**src/design/opwd_pkg.sv**
```systemverilog
`timescale 1ns / 1ps
`default_nettype none
package opwd_pkg;

    localparam int ERR_W     = 16;
    localparam int FRAC_BITS = 12;
    localparam int GAIN_W    = 16;
    localparam int DUTY_W    = 14;
    localparam int ACC_W     = 16;
    localparam int SLOPE_W   = 24;
    localparam int PID_W     = 28;
    localparam int MUL_A_W   = 32;
    localparam int MUL_B_W   = 16;
    localparam int PROD_W    = 48;
    localparam int MUL_CNT_W = 4;
    localparam int DIV_N_W   = 27;
    localparam int DIV_D_W   = 14;
    localparam int DIV_CNT_W = 5;
    localparam int PCT_W     = 15;

    localparam logic [MUL_B_W-1:0] INV_SQRT2_Q16 = 16'd46341;
    localparam logic [MUL_B_W-1:0] RADIUS_Q16    = 16'd8847;
    localparam logic [DIV_D_W-1:0] INTEG_DIV     = 14'd20;
    localparam logic [DIV_D_W-1:0] REMAP_DIV     = 14'd10000;
    localparam logic [DUTY_W-1:0]  DUTY_FLOOR    = 14'd5000;
    localparam logic [DUTY_W-1:0]  DUTY_TOP      = 14'd10000;
    localparam logic [PCT_W-1:0]   DEAD_ZONE     = 15'd200;
    localparam logic [PCT_W-1:0]   PCT_CAP       = 15'd20000;

    localparam logic [GAIN_W-1:0] RST_KP_XY  = 16'd9830;
    localparam logic [GAIN_W-1:0] RST_KI_XY  = 16'd1638;
    localparam logic [GAIN_W-1:0] RST_KD_XY  = 16'd4096;
    localparam logic [GAIN_W-1:0] RST_KP_YAW = 16'd14418;
    localparam logic [GAIN_W-1:0] RST_KI_YAW = 16'd1638;
    localparam logic [GAIN_W-1:0] RST_KD_YAW = 16'd4915;
    localparam logic [DUTY_W-1:0] RST_CEIL   = 14'd10000;
    localparam logic [GAIN_W-1:0] RST_STP    = 16'd14047;

    typedef enum logic [2:0] {
        REG_KP_XY  = 3'd0,
        REG_KI_XY  = 3'd1,
        REG_KD_XY  = 3'd2,
        REG_KP_YAW = 3'd3,
        REG_KI_YAW = 3'd4,
        REG_KD_YAW = 3'd5,
        REG_CEIL   = 3'd6,
        REG_STP    = 3'd7
    } cfg_idx_t;

    typedef enum logic [3:0] {
        S_IDLE,
        S_AX_PREP,
        S_AX_INC,
        S_AX_MP,
        S_AX_MI,
        S_AX_MD,
        S_AX_END,
        S_MX_A,
        S_MX_B,
        S_MX_C,
        S_WH_PREP,
        S_WH_MUL,
        S_WH_SCL,
        S_WH_DIV,
        S_DONE
    } state_t;

    typedef struct packed {
        logic                      start;
        logic signed [MUL_A_W-1:0] a;
        logic [MUL_B_W-1:0]        b;
    } mul_req_t;

    typedef struct packed {
        logic               start;
        logic [DIV_N_W-1:0] num;
        logic [DIV_D_W-1:0] den;
    } div_req_t;

endpackage
`default_nettype wire

```
**src/design/opwd_mul.sv**
```systemverilog
`timescale 1ns / 1ps
`default_nettype none
module opwd_mul (
    input  wire logic                              clk,
    input  wire logic                              rst_n,
    input  wire opwd_pkg::mul_req_t                req,
    output logic                                   done,
    output logic signed [opwd_pkg::PROD_W-1:0]     p
);
    import opwd_pkg::*;

    // shift-add, one multiplier bit per cycle
    logic signed [PROD_W-1:0] a_sh_reg;
    logic [MUL_B_W-1:0]       b_reg;
    logic signed [PROD_W-1:0] acc_reg;
    logic [MUL_CNT_W-1:0]     cnt_reg;
    logic                     busy_reg;
    logic                     done_reg;

    always_ff @(posedge clk or negedge rst_n)
    begin
        if (!rst_n)
        begin
            busy_reg <= 1'b0;
            done_reg <= 1'b0;
            cnt_reg  <= '0;
        end
        else
        begin
            done_reg <= 1'b0;
            if (req.start)
            begin
                busy_reg <= 1'b1;
                cnt_reg  <= '0;
            end
            else if (busy_reg)
            begin
                cnt_reg <= cnt_reg + 1'b1;
                if (cnt_reg == MUL_CNT_W'(MUL_B_W - 1))
                begin
                    busy_reg <= 1'b0;
                    done_reg <= 1'b1;
                end
            end
        end
    end

    always_ff @(posedge clk)
    begin
        if (req.start)
        begin
            a_sh_reg <= PROD_W'(req.a);
            b_reg    <= req.b;
            acc_reg  <= '0;
        end
        else if (busy_reg)
        begin
            if (b_reg[0])
                acc_reg <= acc_reg + a_sh_reg;
            a_sh_reg <= a_sh_reg <<< 1;
            b_reg    <= b_reg >> 1;
        end
    end

    assign done = done_reg;
    assign p    = acc_reg;

endmodule
`default_nettype wire

```
**src/design/opwd_div.sv**
```systemverilog
`timescale 1ns / 1ps
`default_nettype none
module opwd_div (
    input  wire logic                           clk,
    input  wire logic                           rst_n,
    input  wire opwd_pkg::div_req_t             req,
    output logic                                done,
    output logic [opwd_pkg::DIV_N_W-1:0]        q
);
    import opwd_pkg::*;

    // restoring division, one quotient bit per cycle
    logic [DIV_N_W-1:0]   nq_reg;
    logic [DIV_D_W-1:0]   rem_reg;
    logic [DIV_D_W-1:0]   den_reg;
    logic [DIV_CNT_W-1:0] cnt_reg;
    logic                 busy_reg;
    logic                 done_reg;
    logic [DIV_D_W:0]     trial;
    logic                 fits;

    assign trial = {rem_reg, nq_reg[DIV_N_W-1]};
    assign fits  = trial >= {1'b0, den_reg};

    always_ff @(posedge clk or negedge rst_n)
    begin
        if (!rst_n)
        begin
            busy_reg <= 1'b0;
            done_reg <= 1'b0;
            cnt_reg  <= '0;
        end
        else
        begin
            done_reg <= 1'b0;
            if (req.start)
            begin
                busy_reg <= 1'b1;
                cnt_reg  <= '0;
            end
            else if (busy_reg)
            begin
                cnt_reg <= cnt_reg + 1'b1;
                if (cnt_reg == DIV_CNT_W'(DIV_N_W - 1))
                begin
                    busy_reg <= 1'b0;
                    done_reg <= 1'b1;
                end
            end
        end
    end

    always_ff @(posedge clk)
    begin
        if (req.start)
        begin
            nq_reg  <= req.num;
            den_reg <= req.den;
            rem_reg <= '0;
        end
        else if (busy_reg)
        begin
            nq_reg  <= {nq_reg[DIV_N_W-2:0], fits};
            rem_reg <= fits ? DIV_D_W'(trial - {1'b0, den_reg}) : DIV_D_W'(trial);
        end
    end

    assign done = done_reg;
    assign q    = nq_reg;

endmodule
`default_nettype wire

```
**src/design/omni_pid_wheel_duty_unit.sv**
```systemverilog
`timescale 1ns / 1ps
`default_nettype none
// Three-axis PID (x, y, yaw) with clamped integral and filtered derivative,
// mixed into four omni-wheel speeds, each turned into a direction bit and a
// duty in 0.01% units (0 in the dead zone, else 50%..ceiling). One input
// transfer carries the three errors, one output transfer the four wheels.
// Items are handled one at a time by a sequencer around a bit-serial
// shift-add multiplier and a restoring divider; an item takes nine axis
// products, three mixing products, four wheel products and up to seven
// divisions. A new input is taken once the previous item has moved its
// results into the output register, even while that register waits.
// Configuration writes are taken at any time but belong in idle periods.
module omni_pid_wheel_duty_unit (
    input  wire logic        clk,
    input  wire logic        rst_n,
    input  wire logic        cfg_we,
    input  wire logic [2:0]  cfg_addr,
    input  wire logic [15:0] cfg_data,
    input  wire logic        s_tvalid,
    output logic             s_tready,
    // err_x [15:0], err_y [31:16], err_yaw [47:32]
    input  wire logic [47:0] s_tdata,
    output logic             m_tvalid,
    input  wire logic        m_tready,
    // duty_w1 [13:0], fwd_w1 [14], duty_w2 [28:15], fwd_w2 [29],
    // duty_w3 [43:30], fwd_w3 [44], duty_w4 [58:45], fwd_w4 [59], zero pad
    output logic [63:0]      m_tdata
);
    import opwd_pkg::*;

    // configuration
    logic [GAIN_W-1:0] kp_xy_reg, ki_xy_reg, kd_xy_reg;
    logic [GAIN_W-1:0] kp_yaw_reg, ki_yaw_reg, kd_yaw_reg;
    logic [DUTY_W-1:0] ceil_reg;
    logic [GAIN_W-1:0] stp_reg;

    // sequencer
    state_t      state_reg, state_next;
    logic [1:0]  ax_reg;
    logic [1:0]  wh_reg;

    // per-axis loop state
    logic signed [ERR_W-1:0]   err_reg   [3];
    logic signed [ERR_W-1:0]   last_reg  [3];
    logic signed [ACC_W-1:0]   acc_reg   [3];
    logic signed [SLOPE_W-1:0] slope_reg [3];
    logic signed [PID_W-1:0]   pid_reg   [3];

    logic signed [ERR_W-1:0]  e_reg;
    logic signed [PROD_W-1:0] pid_sum_reg;
    logic signed [PROD_W-1:0] mix_a_reg, mix_b_reg, mix_c_reg;
    logic [PCT_W-1:0]         pct_reg;
    logic [DUTY_W-1:0]        duty_reg [4];
    logic                     fwd_reg  [4];

    logic        m_tvalid_reg;
    logic [63:0] m_tdata_reg;

    // shared serial units
    mul_req_t                 mul_req;
    logic                     mul_done;
    logic signed [PROD_W-1:0] mul_p;
    div_req_t                 div_req;
    logic                     div_done;
    logic [DIV_N_W-1:0]       div_q;

    opwd_mul u_mul (
        .clk   (clk),
        .rst_n (rst_n),
        .req   (mul_req),
        .done  (mul_done),
        .p     (mul_p)
    );

    opwd_div u_div (
        .clk   (clk),
        .rst_n (rst_n),
        .req   (div_req),
        .done  (div_done),
        .q     (div_q)
    );

    // yaw error clamped to +/-0.5 on entry
    localparam logic signed [ERR_W-1:0] YAW_HALF = ERR_W'(1 << (FRAC_BITS - 1));
    logic signed [ERR_W-1:0] yaw_in;
    logic signed [ERR_W-1:0] yaw_clamped;
    assign yaw_in      = s_tdata[47:32];
    assign yaw_clamped = (yaw_in > YAW_HALF) ? YAW_HALF :
                         (yaw_in < -YAW_HALF) ? -YAW_HALF : yaw_in;

    // gain selection per axis
    logic [GAIN_W-1:0] kp_sel, ki_sel, kd_sel;
    assign kp_sel = (ax_reg == 2'd2) ? kp_yaw_reg : kp_xy_reg;
    assign ki_sel = (ax_reg == 2'd2) ? ki_yaw_reg : ki_xy_reg;
    assign kd_sel = (ax_reg == 2'd2) ? kd_yaw_reg : kd_xy_reg;

    // derivative filter: floor((old + 20*delta) / 2)
    logic signed [ERR_W-1:0]   e_cur;
    logic signed [ERR_W:0]     diff;
    logic signed [21:0]        raw;
    logic signed [SLOPE_W:0]   sl_sum;
    logic [ERR_W-1:0]          mag_e;
    assign e_cur  = err_reg[ax_reg];
    assign diff   = (ERR_W+1)'(e_cur) - (ERR_W+1)'(last_reg[ax_reg]);
    assign raw    = 22'(22'(diff) * 22'sd20);
    assign sl_sum = (SLOPE_W+1)'(slope_reg[ax_reg]) + (SLOPE_W+1)'(raw);
    assign mag_e  = e_cur[ERR_W-1] ? ERR_W'(-e_cur) : e_cur;

    // integral step with clamp to +/-1.0
    localparam logic signed [ACC_W:0] ACC_ONE = (ACC_W+1)'(1 << FRAC_BITS);
    logic signed [ACC_W:0] inc;
    logic signed [ACC_W:0] acc_sum;
    logic signed [ACC_W-1:0] acc_new;
    assign inc     = e_reg[ERR_W-1] ? -(ACC_W+1)'(div_q[ACC_W:0])
                                    : (ACC_W+1)'(div_q[ACC_W:0]);
    assign acc_sum = (ACC_W+1)'(acc_reg[ax_reg]) + inc;
    assign acc_new = (acc_sum > ACC_ONE) ? ACC_W'(ACC_ONE) :
                     (acc_sum < -ACC_ONE) ? ACC_W'(-ACC_ONE) : ACC_W'(acc_sum);

    // pid rounding, ties toward +inf
    logic signed [PROD_W-1:0] pid_rnd;
    assign pid_rnd = pid_sum_reg + PROD_W'(8192);

    // wheel speed and its rounded magnitude
    logic signed [PROD_W-1:0] speed;
    logic [PROD_W-1:0]        mag_s;
    logic [PROD_W:0]          mag_rnd;
    logic [MUL_A_W-1:0]       m_val;
    always_comb
    begin
        unique case (wh_reg)
            2'd0:    speed = mix_a_reg + mix_b_reg + mix_c_reg;
            2'd1:    speed = mix_a_reg - mix_b_reg + mix_c_reg;
            2'd2:    speed = -mix_a_reg - mix_b_reg + mix_c_reg;
            default: speed = -mix_a_reg + mix_b_reg + mix_c_reg;
        endcase
    end
    assign mag_s   = speed[PROD_W-1] ? PROD_W'(-speed) : PROD_W'(speed);
    assign mag_rnd = (PROD_W+1)'(mag_s) + (PROD_W+1)'(32768);
    assign m_val   = mag_rnd[MUL_A_W+15:16];

    // percent in 0.01% units from the scaled product, capped
    logic [34:0]      pct_wide;
    logic [PCT_W-1:0] pct_raw;
    logic [PCT_W-1:0] pct_val;
    assign pct_wide = 35'(mul_p[27:0]) * 35'd100;
    assign pct_raw  = pct_wide[34:20];
    assign pct_val  = (mul_p[PROD_W-1:20] > 28'd200) ? PCT_CAP :
                      (pct_raw > PCT_CAP) ? PCT_CAP : pct_raw;

    // remap into 50%..ceiling
    logic [DUTY_W-1:0]  ceil_eff;
    logic [DIV_N_W-1:0] remap_num;
    logic [DUTY_W-1:0]  duty_sum;
    logic [DUTY_W-1:0]  duty_new;
    assign ceil_eff  = (ceil_reg < DUTY_FLOOR) ? DUTY_FLOOR :
                       (ceil_reg > DUTY_TOP) ? DUTY_TOP : ceil_reg;
    assign remap_num = DIV_N_W'(pct_reg) * DIV_N_W'(ceil_eff - DUTY_FLOOR);
    assign duty_sum  = DUTY_W'(div_q) + DUTY_FLOOR;
    assign duty_new  = (duty_sum > ceil_eff) ? ceil_eff : duty_sum;

    logic in_xfer;
    logic out_free;
    assign in_xfer  = s_tvalid && s_tready;
    assign out_free = !m_tvalid_reg || m_tready;

    // next state
    always_comb
    begin
        state_next = state_reg;
        unique case (state_reg)
            S_IDLE:    if (s_tvalid) state_next = S_AX_PREP;
            S_AX_PREP: state_next = S_AX_INC;
            S_AX_INC:  if (div_done) state_next = S_AX_MP;
            S_AX_MP:   if (mul_done) state_next = S_AX_MI;
            S_AX_MI:   if (mul_done) state_next = S_AX_MD;
            S_AX_MD:   if (mul_done) state_next = S_AX_END;
            S_AX_END:  state_next = (ax_reg == 2'd2) ? S_MX_A : S_AX_PREP;
            S_MX_A:    if (mul_done) state_next = S_MX_B;
            S_MX_B:    if (mul_done) state_next = S_MX_C;
            S_MX_C:    if (mul_done) state_next = S_WH_PREP;
            S_WH_PREP: state_next = S_WH_MUL;
            S_WH_MUL:  if (mul_done) state_next = S_WH_SCL;
            S_WH_SCL:
            begin
                if (pct_reg >= DEAD_ZONE)
                    state_next = S_WH_DIV;
                else
                    state_next = (wh_reg == 2'd3) ? S_DONE : S_WH_PREP;
            end
            S_WH_DIV:
            begin
                if (div_done)
                    state_next = (wh_reg == 2'd3) ? S_DONE : S_WH_PREP;
            end
            S_DONE:    if (out_free) state_next = S_IDLE;
            default:   state_next = S_IDLE;
        endcase
    end

    // unit requests and handshake
    always_comb
    begin
        mul_req  = '0;
        div_req  = '0;
        s_tready = 1'b0;
        unique case (state_reg)
            S_IDLE:    s_tready = 1'b1;
            S_AX_PREP:
            begin
                div_req.start = 1'b1;
                div_req.num   = DIV_N_W'(mag_e) + DIV_N_W'(10);
                div_req.den   = INTEG_DIV;
            end
            S_AX_INC:
            begin
                mul_req.start = div_done;
                mul_req.a     = MUL_A_W'(e_reg);
                mul_req.b     = kp_sel;
            end
            S_AX_MP:
            begin
                mul_req.start = mul_done;
                mul_req.a     = MUL_A_W'(acc_reg[ax_reg]);
                mul_req.b     = ki_sel;
            end
            S_AX_MI:
            begin
                mul_req.start = mul_done;
                mul_req.a     = MUL_A_W'(slope_reg[ax_reg]);
                mul_req.b     = kd_sel;
            end
            S_AX_END:
            begin
                mul_req.start = (ax_reg == 2'd2);
                mul_req.a     = MUL_A_W'(pid_reg[0]);
                mul_req.b     = INV_SQRT2_Q16;
            end
            S_MX_A:
            begin
                mul_req.start = mul_done;
                mul_req.a     = MUL_A_W'(pid_reg[1]);
                mul_req.b     = INV_SQRT2_Q16;
            end
            S_MX_B:
            begin
                mul_req.start = mul_done;
                mul_req.a     = MUL_A_W'(pid_reg[2]);
                mul_req.b     = RADIUS_Q16;
            end
            S_WH_PREP:
            begin
                mul_req.start = 1'b1;
                mul_req.a     = m_val;
                mul_req.b     = stp_reg;
            end
            S_WH_SCL:
            begin
                div_req.start = (pct_reg >= DEAD_ZONE);
                div_req.num   = remap_num;
                div_req.den   = REMAP_DIV;
            end
            default:
            begin
                s_tready = 1'b0;
            end
        endcase
    end

    // control registers
    always_ff @(posedge clk or negedge rst_n)
    begin
        if (!rst_n)
        begin
            state_reg    <= S_IDLE;
            ax_reg       <= '0;
            wh_reg       <= '0;
            m_tvalid_reg <= 1'b0;
            kp_xy_reg    <= RST_KP_XY;
            ki_xy_reg    <= RST_KI_XY;
            kd_xy_reg    <= RST_KD_XY;
            kp_yaw_reg   <= RST_KP_YAW;
            ki_yaw_reg   <= RST_KI_YAW;
            kd_yaw_reg   <= RST_KD_YAW;
            ceil_reg     <= RST_CEIL;
            stp_reg      <= RST_STP;
            for (int i = 0; i < 3; i++)
            begin
                last_reg[i]  <= '0;
                acc_reg[i]   <= '0;
                slope_reg[i] <= '0;
            end
        end
        else
        begin
            state_reg <= state_next;

            if (cfg_we)
            begin
                unique case (cfg_idx_t'(cfg_addr))
                    REG_KP_XY:  kp_xy_reg  <= cfg_data;
                    REG_KI_XY:  ki_xy_reg  <= cfg_data;
                    REG_KD_XY:  kd_xy_reg  <= cfg_data;
                    REG_KP_YAW: kp_yaw_reg <= cfg_data;
                    REG_KI_YAW: ki_yaw_reg <= cfg_data;
                    REG_KD_YAW: kd_yaw_reg <= cfg_data;
                    REG_CEIL:   ceil_reg   <= cfg_data[DUTY_W-1:0];
                    REG_STP:    stp_reg    <= cfg_data;
                    default:    ;
                endcase
            end

            if (in_xfer)
                ax_reg <= '0;
            else if (state_reg == S_AX_END)
                ax_reg <= ax_reg + 1'b1;

            if (state_reg == S_MX_C)
                wh_reg <= '0;
            else if ((state_reg == S_WH_SCL && pct_reg < DEAD_ZONE) ||
                     (state_reg == S_WH_DIV && div_done))
                wh_reg <= wh_reg + 1'b1;

            // loop state moves once per axis
            if (state_reg == S_AX_PREP)
            begin
                last_reg[ax_reg]  <= e_cur;
                slope_reg[ax_reg] <= sl_sum[SLOPE_W:1];
            end
            if (state_reg == S_AX_INC && div_done)
                acc_reg[ax_reg] <= acc_new;

            if (state_reg == S_DONE && out_free)
                m_tvalid_reg <= 1'b1;
            else if (m_tready)
                m_tvalid_reg <= 1'b0;
        end
    end

    // datapath registers
    always_ff @(posedge clk)
    begin
        if (in_xfer)
        begin
            err_reg[0] <= s_tdata[15:0];
            err_reg[1] <= s_tdata[31:16];
            err_reg[2] <= yaw_clamped;
        end
        if (state_reg == S_AX_PREP)
            e_reg <= e_cur;

        // pid sum over the three gain products, mixing products, wheel percent
        if (mul_done)
        begin
            unique case (state_reg)
                S_AX_MP: pid_sum_reg <= mul_p;
                S_AX_MI: pid_sum_reg <= pid_sum_reg + mul_p;
                S_AX_MD: pid_sum_reg <= pid_sum_reg + mul_p;
                S_MX_A:  mix_a_reg   <= mul_p;
                S_MX_B:  mix_b_reg   <= mul_p;
                S_MX_C:  mix_c_reg   <= mul_p;
                S_WH_MUL: pct_reg    <= pct_val;
                default: ;
            endcase
        end
        if (state_reg == S_AX_END)
            pid_reg[ax_reg] <= pid_rnd[PID_W+13:14];

        // wheel outputs, dead zone gives zero duty
        if (state_reg == S_WH_PREP)
            fwd_reg[wh_reg] <= !speed[PROD_W-1] && (speed != '0);
        if (state_reg == S_WH_SCL && pct_reg < DEAD_ZONE)
            duty_reg[wh_reg] <= '0;
        if (state_reg == S_WH_DIV && div_done)
            duty_reg[wh_reg] <= duty_new;

        if (state_reg == S_DONE && out_free)
            m_tdata_reg <= {4'b0000,
                            fwd_reg[3], duty_reg[3], fwd_reg[2], duty_reg[2],
                            fwd_reg[1], duty_reg[1], fwd_reg[0], duty_reg[0]};
    end

    assign m_tvalid = m_tvalid_reg;
    assign m_tdata  = m_tdata_reg;

endmodule
`default_nettype wire
```
**config.mk**
```make
export PLATFORM = sky130hd
export DESIGN_NAME = omni_pid_wheel_duty_unit
export DESIGN_NICKNAME = d
export VERILOG_FILES = /design/src/design/opwd_pkg.sv /design/src/design/opwd_mul.sv /design/src/design/opwd_div.sv /design/src/design/omni_pid_wheel_duty_unit.sv
export SDC_FILE = /design/constraint.sdc
export NUM_CORES = 2
export LEC_CHECK = 0
export BUFFER_PORTS_ARGS = -buffer_cell sky130_fd_sc_hd__buf_2
export CORE_ASPECT_RATIO = 1.5
export CORE_MARGIN = 2
export CORE_UTILIZATION = 40
export CTS_BUF_LIST = sky130_fd_sc_hd__clkbuf_4 sky130_fd_sc_hd__clkbuf_8
export CTS_CLUSTER_DIAMETER = 60
export DETAILED_ROUTE_END_ITERATION = 7
export PLACE_DENSITY_LB_ADDON = 0.1
export SYNTH_ARGS = -nofsm -noshare
export SYNTH_HDL_FRONTEND = slang
export SYNTH_SLANG_ARGS = --single-unit
```
**constraint.sdc**
```tcl
create_clock -name clk -period 10.05 [get_ports clk]
set_input_delay 1.005 -clock clk [delete_from_list [all_inputs] [get_ports clk]]
set_output_delay 1.005 -clock clk [all_outputs]
set_load 0.02 [all_outputs]
```
==> run summary <==
STATUS
------------------------------------------------------------------------------------------
Result of the run ...........................................................    completed

LOGIC SYNTHESIS
------------------------------------------------------------------------------------------
Leading cell types by total area after synthesis ............................ edfxtp_1, fa_1, ha_1
Post-Syn Instances ..........................................................         8056
Ys Warns ....................................................................            0
Avg Inst Size Synth .........................................................     9.48 um2
Leading register cell type out of synthesis .................................     edfxtp_1
Post-synth top area cell ....................................................     edfxtp_1
Distinct cell type count after synthesis ....................................          112
Register bit total from synthesis ...........................................          941
Async set-or-reset flop fraction in the synthesized netlist .................        33.6%
Count of flip-flops with a built-in enable after synthesis ..................          563
Netlist area before placement ...............................................    76400 um2
Sequential fraction of the synthesis area ...................................        34.2%
Yosys top cell area share ...................................................        22.1%

LAYOUT
------------------------------------------------------------------------------------------
Summed area of non-filler cells in the final layout .........................    83400 um2
Layout area overhead ........................................................        9.24%
Commonest non-fill, non-tap cell in the layout ..............................        inv_1
Top library cells by usage in the layout, fill and taps aside ............... inv_1, nand2_1, ha_1
Number of flip-flops under the largest register name ........................           84
Layout net count ............................................................         9192
Number of fillers in the final layout .......................................        18700
Fraction of layout instances using a drive strength above 1 .................        10.9%

DIE
------------------------------------------------------------------------------------------
Die Wd ......................................................................       361 um
Total core area .............................................................   190000 um2
Die span in y ...............................................................       539 um
Die Outline Area ............................................................   194000 um2
Std cell rows ...............................................................          196
Starting density of the core ................................................        40.2%
Number of placed I/O pins ...................................................          138

DETAILED ROUTING
------------------------------------------------------------------------------------------
Drt initial violations ......................................................         4032
Post-detailed-route wirelength per cell .....................................      22.6 um
Detail-routed via count per cell ............................................         5.57
DRC violations left .........................................................            0
Routed Wire Length ..........................................................    243000 um
Antenna violation net count after detailed routing ..........................            0
Number of detailed-route iterations in the first pass .......................            6
Total via count in the routed design ........................................        59900

CLOCK TREE
------------------------------------------------------------------------------------------
Clock edge transition at the registers on the reported setup and hold paths .      0.06 ns
Max Root-Sink Buffers .......................................................            4
# clock sinks ...............................................................          941
CTS buffer count ............................................................          157
CTS tree ....................................................................         done
Number of levels the H-tree was split into ..................................            4
CTS root buffer .............................................................     clkbuf_8
Hold buffers post-CTS .......................................................            0
Clock latency of the later-clocked register in the worst-skew pair ..........      0.90 ns

TIMING
------------------------------------------------------------------------------------------
Endpoints failing hold ......................................................            0
Maximum clock frequency .....................................................    0.105 GHz
Final setup violating endpoints .............................................            0
Time the worst path needs with I/O delays and setup .........................      9.49 ns
Unrepaired setup endpoints after global routing .............................        false
Clock skew ..................................................................    0.0812 ns
Max-slew headroom ...........................................................        10.8%
Share of the clock period used by the worst path after layout ...............        94.5%
Transition at the pin with the smallest max-transition slack ................      1.30 ns
Total negative slack for setup checks .......................................         0 ns
Final Slew Violations .......................................................            0

CRITICAL PATH
------------------------------------------------------------------------------------------
CP peak stage delay .........................................................      0.62 ns
WS Path Type ................................................................ flip-flop to flip-flop
Reg-to-Reg Start ............................................................ mix_a_reg[8]
CP Launch Point ............................................................. mix_a_reg[8]
Category of the worst setup path launch point ...............................    flip-flop
Data required, critical path ................................................     10.73 ns
Endpoint of the worst register-to-register path ............................. u_mul.a_sh_reg[31]
CP Capture Point ............................................................ u_mul.a_sh_reg[31]
Arrival time at the worst endpoint ..........................................     10.17 ns
Cell count of the worst reg-to-reg path .....................................           30
CP max FO ...................................................................           17
CP Capture Type .............................................................    flip-flop
Cell type of the slowest stage on the worst timing path .....................      a221o_2
Most common cell type on the critical path ..................................        or3_1
Register-to-register setup slack ............................................      0.56 ns

GLOBAL ROUTE
------------------------------------------------------------------------------------------
Total gr overflow ...........................................................            0
Global Route Usage Sum ......................................................        24.7%
Largest net degree at the start of global routing ...........................          157
Number of antenna violations at the first check in global routing ...........            7
Number of global-route vias before repair ...................................        62300
Global-route wire length before repair ......................................    370000 um

PLACED DESIGN
------------------------------------------------------------------------------------------
HPWL reported at the end of detailed placement ..............................    190000 um
Port bufs ...................................................................          133
Post-DP Area ................................................................    80000 um2
RD Place Congestion .........................................................        0.992

JOB
------------------------------------------------------------------------------------------
Max-cap check violation count ...............................................            0

WORST HOLD PATH
------------------------------------------------------------------------------------------
Worst min-delay path category ............................................... input port to asynchronous set/reset pin

==> how the worst min path moves through the flow <==
stage | end | start | cells past startpoint | slack, ns
final | last_reg[31] | rst_n | 1 | 0.24
after detailed placement | m_tdata[12] | duty_reg[0][12] | 0 | 0.40
after global routing | last_reg[31] | rst_n | 1 | 0.26
after CTS | u_div.cnt_reg[3] | rst_n | 1 | 0.21
after floorplan | m_tdata[0] | duty_reg[0][0] | 0 | 0.40
after global placement | m_tdata[41] | duty_reg[2][11] | 0 | 0.40
==> cell type report <==
type / count / area [um2] / share of cell area, %
multi-input cells: 5888 / 45700 / 54.8
flip-flops and latches: 941 / 26100 / 31.3
inverters: 914 / 3430 / 4.11
well taps: 2475 / 3100 / 3.71
clock buffers: 208 / 2610 / 3.13
repair buffers: 256 / 1620 / 1.95
clock inverters: 71 / 766 / 0.918
diodes: 6 / 15.0 / 0.0180
==> metrics by stage <==
stage / cells / hold slack [ns] / setup WS, ns / utilization, %
floorplan: 8084 / 0.400 / 0.937 / -
global placement: 10500 / 0.402 / 0.222 / 42.1
detailed placement: 10500 / 0.405 / 0.146 / 42.1
CTS: 10800 / 0.215 / 0.129 / 43.9
global route: 10800 / 0.260 / 0.0610 / 43.9
finish: 10800 / 0.240 / 0.557 / 43.9
==> synth_stat cells (56+ instances only) <==
master    number
inv_1        910
nand2_1      785
ha_1         578
edfxtp_1     563
a21oi_1      518
nor2_1       484
o21ai_0      424
fa_1         384
xnor2_1      307
clkbuf_1     287
dfrtp_1      267
mux2_2       215
nand3_1      160
a21o_1       151
nor3_1       150
mux2i_1      139
xor2_1       130
and2_1        92
nand4_1       85
and3_1        84
o21a_1        78
a211oi_1      68
o31ai_1       66
a31oi_1       64
nand2b_1      63
dfxtp_1       62
nor2b_1       62
a22oi_1       56
or3_1         56
==> critical path: cells and delay by family, from the launching register on <==
family | cells | cell delay (ns)
flip-flops | 1 | 0.44
AND/OR/NAND/NOR | 12 | 4.05
AO/OA/AOI/OAI | 10 | 3.05
buffers and inverters | 3 | 0.33
adder cells (fa/ha/maj) | 3 | 1.16
XOR/XNOR | 2 | 0.27
==> cell families after synthesis <==
| family | share of synthesized area [%] |
|---|---|
| buf+inv | 6.23 |
| fa+ha+maj | 19.5 |
| xor+xnor | 5.04 |
| flops | 34.2 |
| compound gates | 16.1 |
| other cells | 0.00984 |
| simple gates | 13.9 |
| mux | 4.99 |
==> timing repair <==
action,CTS,global route
buffers inserted,0,1
resized for setup,0,2
setup endpoints to repair,0,17
==> metal layers <==
| layer | vias to the layer above | global-route usage, % | share of wire, % |
|---|---|---|---|
| li1 | 28500 | - | - |
| met1 | 29500 | 26.9 | 38 |
| met2 | 1397 | 47.3 | 54 |
| met3 | 523 | 2.01 | 3.2 |
| met4 | 0 | 12.3 | 5.6 |
| met5 | - | 0 | 0 |
Power is not shown: default switching activity piles up to over one toggle a cycle in this logic, so the estimate is an artifact.
